[src/mrcrc_pkg.sv]
// ----------------------------------------------------------------------------
// mrcrc_pkg
// Shared types, constants and the CRC-16/MODBUS byte update.
// ----------------------------------------------------------------------------
package mrcrc_pkg;

    localparam logic [15:0] CrcInit   = 16'hFFFF;
    localparam logic [15:0] CrcPoly   = 16'hA001;
    localparam logic [2:0]  CountSat  = 3'd4;
    localparam logic [2:0]  CountFeed = 3'd2;

    localparam int QueueDepth = 4;
    localparam int QueuePtrW  = 2;

    // job kinds
    localparam logic JOB_SINGLE  = 1'b0;
    localparam logic JOB_TRAILER = 1'b1;

    // result beats of a trailer job
    localparam logic [1:0] BEAT_ECHO   = 2'd0;
    localparam logic [1:0] BEAT_CRC_LO = 2'd1;
    localparam logic [1:0] BEAT_CRC_HI = 2'd2;

    typedef struct packed {
        logic        kind;
        logic [7:0]  data;
        logic        ok;
        logic [15:0] crc;
    } t_job;

    function automatic logic [15:0] crc_feed(input logic [15:0] crc, input logic [7:0] b);
        logic [15:0] c;
        c = crc ^ {8'h00, b};
        for (int k = 0; k < 8; k++) begin
            c = c[0] ? ((c >> 1) ^ CrcPoly) : (c >> 1);
        end
        return c;
    endfunction

endpackage

[src/mrcrc_in_if.sv]
// ----------------------------------------------------------------------------
// mrcrc_in_if
// Input channel: one frame byte with its end-of-frame mark.
// ----------------------------------------------------------------------------
interface mrcrc_in_if;
    logic       valid;
    logic       ready;
    logic [7:0] in_byte;
    logic       frame_end;

    modport source (output valid, output in_byte, output frame_end, input ready);
    modport sink   (input valid, input in_byte, input frame_end, output ready);
endinterface

[src/mrcrc_out_if.sv]
// ----------------------------------------------------------------------------
// mrcrc_out_if
// Output channel: one result byte with its status fields.
// ----------------------------------------------------------------------------
interface mrcrc_out_if;
    logic        valid;
    logic        ready;
    logic [7:0]  out_byte;
    logic        run_last;
    logic        crc_ok;
    logic [15:0] crc_value;

    modport source (output valid, output out_byte, output run_last, output crc_ok,
                    output crc_value, input ready);
    modport sink   (input valid, input out_byte, input run_last, input crc_ok,
                    input crc_value, output ready);
endinterface

[src/mrcrc_front.sv]
// ----------------------------------------------------------------------------
// mrcrc_front
// Accepts frame bytes, keeps the CRC and holdback state, and posts jobs.
// ----------------------------------------------------------------------------
module mrcrc_front (
    input  logic               i_clk,
    input  logic               i_rst_n,
    mrcrc_in_if.sink           i_in,
    input  logic               i_cfg_we,
    input  logic               i_cfg_wdata,
    input  logic               i_q_full,
    output logic               o_push,
    output mrcrc_pkg::t_job    o_job
);

    logic        r_mode;
    logic [15:0] r_crc;
    logic [7:0]  r_hb0;
    logic [7:0]  r_hb1;
    logic [2:0]  r_cnt;

    logic [15:0] n_crc;
    logic [7:0]  n_hb0;
    logic [7:0]  n_hb1;
    logic [2:0]  n_cnt;

    logic        accept;
    logic [7:0]  feed_in;
    logic [15:0] fed;
    logic [15:0] chk_crc;
    logic [2:0]  cnt_inc;
    logic        ok;

    assign i_in.ready = !i_q_full;
    assign accept     = i_in.valid && i_in.ready;

    // check mode feeds the older held byte, append mode the new byte
    assign feed_in = r_mode ? r_hb0 : i_in.in_byte;
    assign fed     = mrcrc_pkg::crc_feed(r_crc, feed_in);
    assign chk_crc = (r_cnt >= mrcrc_pkg::CountFeed) ? fed : r_crc;
    assign cnt_inc = (r_cnt < mrcrc_pkg::CountSat) ? r_cnt + 3'd1 : r_cnt;
    assign ok      = (cnt_inc == mrcrc_pkg::CountSat)
                  && (r_hb1 == chk_crc[7:0])
                  && (i_in.in_byte == chk_crc[15:8]);

    always_comb begin
        o_push = accept && (!r_mode || i_in.frame_end);
        if (r_mode) begin
            o_job.kind = mrcrc_pkg::JOB_SINGLE;
            o_job.data = 8'h00;
            o_job.ok   = ok;
            o_job.crc  = chk_crc;
        end else begin
            o_job.kind = i_in.frame_end ? mrcrc_pkg::JOB_TRAILER : mrcrc_pkg::JOB_SINGLE;
            o_job.data = i_in.in_byte;
            o_job.ok   = 1'b0;
            o_job.crc  = fed;
        end
    end

    always_comb begin
        n_crc = r_crc;
        n_hb0 = r_hb0;
        n_hb1 = r_hb1;
        n_cnt = r_cnt;
        if (i_cfg_we || (accept && i_in.frame_end)) begin
            // restart the frame
            n_crc = mrcrc_pkg::CrcInit;
            n_hb0 = 8'h00;
            n_hb1 = 8'h00;
            n_cnt = 3'd0;
        end else if (accept) begin
            if (r_mode) begin
                n_crc = chk_crc;
                n_hb0 = r_hb1;
                n_hb1 = i_in.in_byte;
                n_cnt = cnt_inc;
            end else begin
                n_crc = fed;
            end
        end
    end

    always_ff @(posedge i_clk) begin
        if (!i_rst_n) begin
            r_mode <= 1'b0;
            r_crc  <= mrcrc_pkg::CrcInit;
            r_hb0  <= 8'h00;
            r_hb1  <= 8'h00;
            r_cnt  <= 3'd0;
        end else begin
            if (i_cfg_we) begin
                r_mode <= i_cfg_wdata;
            end
            r_crc <= n_crc;
            r_hb0 <= n_hb0;
            r_hb1 <= n_hb1;
            r_cnt <= n_cnt;
        end
    end

endmodule

[src/mrcrc_queue.sv]
// ----------------------------------------------------------------------------
// mrcrc_queue
// Small job queue between the front and back parts.
// ----------------------------------------------------------------------------
module mrcrc_queue (
    input  logic               i_clk,
    input  logic               i_rst_n,
    input  logic               i_push,
    input  mrcrc_pkg::t_job    i_job,
    output logic               o_full,
    input  logic               i_pop,
    output logic               o_valid,
    output mrcrc_pkg::t_job    o_job
);

    mrcrc_pkg::t_job r_mem [mrcrc_pkg::QueueDepth];

    logic [mrcrc_pkg::QueuePtrW-1:0] r_wr;
    logic [mrcrc_pkg::QueuePtrW-1:0] r_rd;
    logic [mrcrc_pkg::QueuePtrW:0]   r_cnt;

    logic do_push;
    logic do_pop;

    assign o_full  = (r_cnt == (mrcrc_pkg::QueuePtrW+1)'(mrcrc_pkg::QueueDepth));
    assign o_valid = (r_cnt != '0);
    assign o_job   = r_mem[r_rd];

    assign do_push = i_push && !o_full;
    assign do_pop  = i_pop && o_valid;

    always_ff @(posedge i_clk) begin
        if (do_push) begin
            r_mem[r_wr] <= i_job;
        end
    end

    always_ff @(posedge i_clk) begin
        if (!i_rst_n) begin
            r_wr  <= '0;
            r_rd  <= '0;
            r_cnt <= '0;
        end else begin
            if (do_push) begin
                r_wr <= r_wr + 1'b1;
            end
            if (do_pop) begin
                r_rd <= r_rd + 1'b1;
            end
            case ({do_push, do_pop})
                2'b10:   r_cnt <= r_cnt + 1'b1;
                2'b01:   r_cnt <= r_cnt - 1'b1;
                default: r_cnt <= r_cnt;
            endcase
        end
    end

endmodule

[src/mrcrc_back.sv]
// ----------------------------------------------------------------------------
// mrcrc_back
// Expands queued jobs into result items on the output channel.
// ----------------------------------------------------------------------------
module mrcrc_back (
    input  logic               i_clk,
    input  logic               i_rst_n,
    input  logic               i_q_valid,
    input  mrcrc_pkg::t_job    i_q_job,
    output logic               o_pop,
    mrcrc_out_if.source        o_out
);

    logic            r_valid;
    logic [1:0]      r_beat;
    mrcrc_pkg::t_job r_job;

    logic last;
    logic free;

    assign last  = (r_job.kind == mrcrc_pkg::JOB_SINGLE) || (r_beat == mrcrc_pkg::BEAT_CRC_HI);
    assign free  = !r_valid || (o_out.ready && last);
    assign o_pop = i_q_valid && free;

    assign o_out.valid     = r_valid;
    assign o_out.run_last  = last;
    assign o_out.crc_ok    = r_job.ok;
    assign o_out.crc_value = r_job.crc;

    always_comb begin
        unique case (r_beat)
            mrcrc_pkg::BEAT_ECHO:   o_out.out_byte = r_job.data;
            mrcrc_pkg::BEAT_CRC_LO: o_out.out_byte = r_job.crc[7:0];
            mrcrc_pkg::BEAT_CRC_HI: o_out.out_byte = r_job.crc[15:8];
            default:                o_out.out_byte = r_job.data;
        endcase
    end

    always_ff @(posedge i_clk) begin
        if (o_pop) begin
            r_job <= i_q_job;
        end
    end

    always_ff @(posedge i_clk) begin
        if (!i_rst_n) begin
            r_valid <= 1'b0;
            r_beat  <= mrcrc_pkg::BEAT_ECHO;
        end else if (free) begin
            r_valid <= i_q_valid;
            r_beat  <= mrcrc_pkg::BEAT_ECHO;
        end else if (o_out.ready) begin
            // advance to the next trailer beat
            r_beat <= r_beat + 2'd1;
        end
    end

endmodule

[src/modbus_rtu_crc_append_check.sv]
// ----------------------------------------------------------------------------
// modbus_rtu_crc_append_check
// CRC-16/MODBUS appender and checker for Modbus RTU frames.
// ----------------------------------------------------------------------------
// Frame bytes enter on i_in (valid/ready), frame_end marking the final byte.
// Results leave on o_out (valid/ready). i_cfg_we/i_cfg_wdata set check mode
// (0 append, 1 check); a write also restarts the current frame.
// Append mode: every byte is echoed; the final byte is followed by the CRC
// low byte and then the high byte, which carries run_last.
// Check mode: no result until the final byte, then one verdict item with
// crc_ok set when the trailer matches and the frame has at least four bytes.
// The front part updates the CRC in the cycle a byte is accepted and posts a
// job to a four-entry queue; the back part turns each job into items.
// Each result is registered in the queue and then in the back output stage.
// Throughput: one byte per cycle while the queue has room; a final byte in
// append mode gives three items; the output port sets the rate of such frames.
// Reset clears the CRC, holdback, count, queue and output, and selects append
// mode. When the receiver stalls, the output holds its item, the queue fills,
// and i_in.ready drops once four jobs are waiting.
// ----------------------------------------------------------------------------
module modbus_rtu_crc_append_check (
    input  logic        i_clk,
    input  logic        i_rst_n,
    mrcrc_in_if.sink    i_in,
    mrcrc_out_if.source o_out,
    input  logic        i_cfg_we,
    input  logic        i_cfg_wdata
);

    logic            q_push;
    logic            q_full;
    logic            q_pop;
    logic            q_valid;
    mrcrc_pkg::t_job push_job;
    mrcrc_pkg::t_job head_job;

    mrcrc_front u_front (
        .i_clk       (i_clk),
        .i_rst_n     (i_rst_n),
        .i_in        (i_in),
        .i_cfg_we    (i_cfg_we),
        .i_cfg_wdata (i_cfg_wdata),
        .i_q_full    (q_full),
        .o_push      (q_push),
        .o_job       (push_job)
    );

    mrcrc_queue u_queue (
        .i_clk   (i_clk),
        .i_rst_n (i_rst_n),
        .i_push  (q_push),
        .i_job   (push_job),
        .o_full  (q_full),
        .i_pop   (q_pop),
        .o_valid (q_valid),
        .o_job   (head_job)
    );

    mrcrc_back u_back (
        .i_clk     (i_clk),
        .i_rst_n   (i_rst_n),
        .i_q_valid (q_valid),
        .i_q_job   (head_job),
        .o_pop     (q_pop),
        .o_out     (o_out)
    );

`ifndef SYNTHESIS
    a_verdict_alone: assert property (@(posedge i_clk) disable iff (!i_rst_n)
        o_out.valid && o_out.crc_ok |-> o_out.run_last && (o_out.out_byte == 8'h00))
        else $error("crc_ok on a non-verdict item");

    a_reset_idle: assert property (@(posedge i_clk)
        !i_rst_n |=> !o_out.valid)
        else $error("output valid right after reset");

    a_no_idle_back: assert property (@(posedge i_clk) disable iff (!i_rst_n)
        q_valid && !q_pop |-> o_out.valid)
        else $error("job waiting while output stage is empty");

    a_no_lost_push: assert property (@(posedge i_clk) disable iff (!i_rst_n)
        q_push |-> !q_full)
        else $error("job pushed into a full queue");
`endif

endmodule
[src/flat_wrapper.sv]
// flat-port wrapper written by rule: the top's interface ports become plain ports
module modbus_rtu_crc_append_check_flat 
  (i_clk, i_rst_n, i_cfg_we, i_cfg_wdata, i_in_valid, i_in_in_byte, i_in_frame_end, i_in_ready, o_out_valid, o_out_out_byte, o_out_run_last, o_out_crc_ok, o_out_crc_value, o_out_ready);
  mrcrc_in_if i_in_i ();
  mrcrc_out_if o_out_i ();
  input  logic i_clk;
  input  logic i_rst_n;
  input  logic i_cfg_we;
  input  logic i_cfg_wdata;
  input wire logic [$bits(i_in_i.valid)-1:0] i_in_valid;
  input wire logic [$bits(i_in_i.in_byte)-1:0] i_in_in_byte;
  input wire logic [$bits(i_in_i.frame_end)-1:0] i_in_frame_end;
  output wire logic [$bits(i_in_i.ready)-1:0] i_in_ready;
  output wire logic [$bits(o_out_i.valid)-1:0] o_out_valid;
  output wire logic [$bits(o_out_i.out_byte)-1:0] o_out_out_byte;
  output wire logic [$bits(o_out_i.run_last)-1:0] o_out_run_last;
  output wire logic [$bits(o_out_i.crc_ok)-1:0] o_out_crc_ok;
  output wire logic [$bits(o_out_i.crc_value)-1:0] o_out_crc_value;
  input wire logic [$bits(o_out_i.ready)-1:0] o_out_ready;
  assign i_in_i.valid = i_in_valid;
  assign i_in_i.in_byte = i_in_in_byte;
  assign i_in_i.frame_end = i_in_frame_end;
  assign i_in_ready = i_in_i.ready;
  assign o_out_valid = o_out_i.valid;
  assign o_out_out_byte = o_out_i.out_byte;
  assign o_out_run_last = o_out_i.run_last;
  assign o_out_crc_ok = o_out_i.crc_ok;
  assign o_out_crc_value = o_out_i.crc_value;
  assign o_out_i.ready = o_out_ready;
  modbus_rtu_crc_append_check u_core (.i_clk(i_clk), .i_rst_n(i_rst_n), .i_in(i_in_i), .o_out(o_out_i), .i_cfg_we(i_cfg_we), .i_cfg_wdata(i_cfg_wdata));
endmodule
[config.mk]
export PLATFORM = sky130hd
export DESIGN_NAME = modbus_rtu_crc_append_check_flat
export DESIGN_NICKNAME = d
export VERILOG_FILES = /design/src/mrcrc_pkg.sv /design/src/mrcrc_in_if.sv /design/src/mrcrc_out_if.sv /design/src/mrcrc_front.sv /design/src/mrcrc_queue.sv /design/src/mrcrc_back.sv /design/src/modbus_rtu_crc_append_check.sv /design/src/flat_wrapper.sv
export SDC_FILE = /design/constraint.sdc
export NUM_CORES = 1
export LEC_CHECK = 0
export BUFFER_PORTS_ARGS = -buffer_cell sky130_fd_sc_hd__buf_2
export CAP_MARGIN = 10
export CORE_UTILIZATION = 29
export CTS_CLUSTER_SIZE = 24
export DETAILED_ROUTE_END_ITERATION = 6
export PLACE_DENSITY = 0.52
export SLEW_MARGIN = 25
export SYNTH_ARGS = -nofsm -noshare
export SYNTH_HDL_FRONTEND = slang
export SYNTH_SLANG_ARGS = --single-unit
[constraint.sdc]
create_clock -name i_clk -period 11.1 [get_ports i_clk]
set_clock_uncertainty 0.05 [all_clocks]
set_input_delay 2.22 -clock i_clk [delete_from_list [all_inputs] [get_ports i_clk]]
set_output_delay 2.22 -clock i_clk [all_outputs]
set_load 0.02 [all_outputs]
==> flow_summary.json <==
{
  "run_status": "complete, but fails checks",
  "violations": "design-rule violations",
  "io_pins": 43,
  "fin_hold_ws_ns": 0.408,
  "route.met3.wl_um": 735,
  "crit-reg2reg-capture": "u_core.u_queue.r_mem[2][16]",
  "rrSetupSlack_ns": 7.76,
  "ir_drop_mv": 0.101,
  "avgSynthCellArea_um2": 13.2,
  "ys_seq_elements": 176,
  "num_antenna_cells": 0,
  "met1Wirelength_mm": 8.07,
  "synth-main-ff-cell": "edfxtp_1",
  "met2_length_mm": 7.36,
  "cts_setup_buffers": 0,
  "path_depth": 9,
  "htree_levels": 4,
  "cts.sinks": 176,
  "crit_buf_inv": 1,
  "io_buffer_count": 42,
  "hold_buffers": 0,
  "path_cells": "buf_2, mux2i_1, xnor2_2, xnor2_2, xnor3_2, mux2i_1, a311oi_1, o21ai_1, a311oi_1",
  "final_nets": 633,
  "grtUsageTotal": 0.123,
  "grt_overflow": 0,
  "area_delta_synth_final_pct": 13.0,
  "rows": 59,
  "synthArstFlopShare": 0,
  "drt_iter0_markers": 426,
  "synth_cells": 587,
  "seq_power_share": 0.461,
  "die_h_um": 166,
  "wirelength_mm": 16.3,
  "worst_slew_pin_slew_ns": 0.941,
  "rsz0062_at_grt": "false",
  "fin_crit_ns": 4.50,
  "power_switching_w": 0.000666,
  "syn_area_um2": 7760,
  "synth_common_cells": "edfxtp_1, nand2_1, dfxtp_1",
  "vias": 4549,
  "root_buffer": "clkbuf_16",
  "synth_edf_count": 130,
  "yosys_warnings": 0,
  "p_sw_frac": 0.328,
  "cts_tree": "yes",
  "place_congestion": 0.849,
  "grt_start_max_net_pins": 29,
  "crit_family": "XOR/XNOR gates",
  "seq_area_frac_synth": 0.622,
  "slew_violations": 0,
  "clockBufferDepth": 2,
  "holdPathStages": 2,
  "die_w_um": 166,
  "grt_pass1_wl_mm": 25.6,
  "antenna_found_initial": 0,
  "dpl.hpwl_mm": 11.2,
  "dieArea_um2": 27400,
  "netlist_top_cells_area": "edfxtp_1, dfxtp_1, mux4_2",
  "worstPathArrival_ns": 4.60,
  "criticalPathCategory": "primary input to flip-flop",
  "powerDensity_nw_per_um2": 231,
  "cts_buffers": 17,
  "min_from": "u_core.u_front.r_hb0[0]",
  "hold_end": "u_core.u_front.r_hb0[0]",
  "clkTransAtPathRegs_ns": 0.07,
  "rr_worst_depth": 9,
  "setup_violations": 0,
  "min_period_over_period": 0.406,
  "drc": 12,
  "yosysTopAreaCell": "edfxtp_1",
  "tns_ns": 0,
  "p_clk_frac": 0.282,
  "p_int_w": 0.00137,
  "wl_per_cell_um": 17.0,
  "drtAntennaViolNets": 0,
  "synth_top_area_share": 0.503,
  "max_freq_mhz": 222,
  "firstDrtPassIters": 7,
  "timing.rr.start": "u_core.u_front.r_mode",
  "end_kind": "flip-flop",
  "syn-num-nets": 611,
  "slew_headroom": 0.370,
  "cap_violations": 0,
  "power.leakage_nw": 2.94,
  "yosysMostFrequentCell": "edfxtp_1",
  "cts_resized": 0,
  "topRoutingLayerUsed": "met4",
  "via_per_inst": 4.75,
  "path_max_fanout": 5,
  "drive_gt1_frac": 0.198,
  "hold_viol_final": 0,
  "grt_pass1_vias": 4581,
  "startpoint_type": "primary input",
  "core_um2": 26100,
  "initial_core_util": 0.297,
  "cp.required_ns": 11.20,
  "cp_slowest_cell": "xnor3_2",
  "min_path_type": "flip-flop to flip-flop",
  "synth_cell_types": 51,
  "crit_path_max_incr_delay_ns": 0.55,
  "p_comb_frac": 0.257,
  "clk_latency_ns": 0.43
}
==> tightest hold or removal path, stage by stage, from the launching register on <==
cell and delay, ns:
dfxtp_1 0.31, nand2_1 0.05, a21oi_1 0.05
==> per-stage QoR <==
step | cell area, um2 | worst slack, ns | total power [W] | instances | util
after floorplan | 7760 | 6.00 | 0.00134 | 587 | -
after detailed placement | 8200 | 6.21 | 0.00148 | 925 | 0.314
after CTS | 8770 | 6.65 | 0.00206 | 957 | 0.336
after global routing | 8770 | 6.48 | 0.00213 | 957 | 0.336
final | 8770 | 6.60 | 0.00203 | 957 | 0.336
after global placement | 8200 | 6.34 | 0.00147 | 925 | 0.314
==> power groups by stage <==
stage / sequential, W / combinational, W / clock (W)
finish: 0.000937 / 0.000522 / 0.000572
detailed placement: 0.000955 / 0.000528 / 0
CTS: 0.000941 / 0.000529 / 0.000588
global placement: 0.000950 / 0.000517 / 0
floorplan: 0.000921 / 0.000418 / 0
global route: 0.000952 / 0.000567 / 0.000616
==> cell type report <==
type                            count  area [um2]
Sequential cell                   176        4830
Inverter                           15        56.3
Fill cell                        2563       17400
Clock buffer                       17         425
Clock inverter                     15         146
Tap cell                          335         419
Multi-Input combinational cell    350        2640
Timing Repair Buffer               49         263
==> cell families after synthesis <==
group	after synthesis	share of synthesized area
buffers and inverters	61	0.0392
AND/OR/NAND/NOR	168	0.0954
XOR/XNOR	41	0.0622
AO/OA/AOI/OAI	89	0.0667
multiplexers	43	0.0995
adder cells (fa/ha/maj)	9	0.0155
flip-flops	176	0.622
==> metal layers <==
metal | up-vias | GRT usage
li1 | 2146 | -
met5 | - | 0
met1 | 2270 | 0.172
met2 | 122 | 0.188
met4 | 0 | 0.0337
met3 | 11 | 0.0301
==> worst max path at each step <==
stage | start | end | slack [ns]
after floorplan | o_out_ready | u_core.u_queue.r_cnt[2] | 6.00
after global placement | i_in_in_byte[5] | u_core.u_queue.r_mem[0][16] | 6.34
after detailed placement | i_in_in_byte[4] | u_core.u_queue.r_mem[1][16] | 6.21
after CTS | i_in_in_byte[4] | u_core.u_queue.r_mem[1][16] | 6.65
after global routing | i_in_in_byte[4] | u_core.u_queue.r_mem[1][16] | 6.48
final | i_in_in_byte[4] | u_core.u_queue.r_mem[2][16] | 6.60
==> cells in the final DEF (no fill, tap or decap), types with 17 or more instances in the layout <==
master     netlist  routed
edfxtp_1       130     130
nand2_1         79      79
dfxtp_1         46      45
nor2_1          44      43
buf_2            0      42
a21oi_1         33      33
mux4_2          26      26
o21ai_0         22      22
clkbuf_16        0      17
==> flip-flops by register name, indices dropped and copies added (netlist names) <==
| name | count |
|---|---|
| u_core.u_back.o_out.crc_ok | 1 |
| u_core.u_back.o_out.crc_value | 16 |
| u_core.u_back.o_out.valid | 1 |
| u_core.u_back.r_beat | 2 |
| u_core.u_back.r_job | 9 |
| u_core.u_front.r_cnt | 3 |
| u_core.u_front.r_crc | 16 |
| u_core.u_front.r_hb0 | 8 |
| u_core.u_front.r_hb1 | 8 |
| u_core.u_front.r_mode | 1 |
| u_core.u_queue.r_cnt | 3 |
| u_core.u_queue.r_mem | 104 |
| u_core.u_queue.r_rd | 2 |
| u_core.u_queue.r_wr | 2 |
No activity file was read; power rests on OpenSTA's default activity.
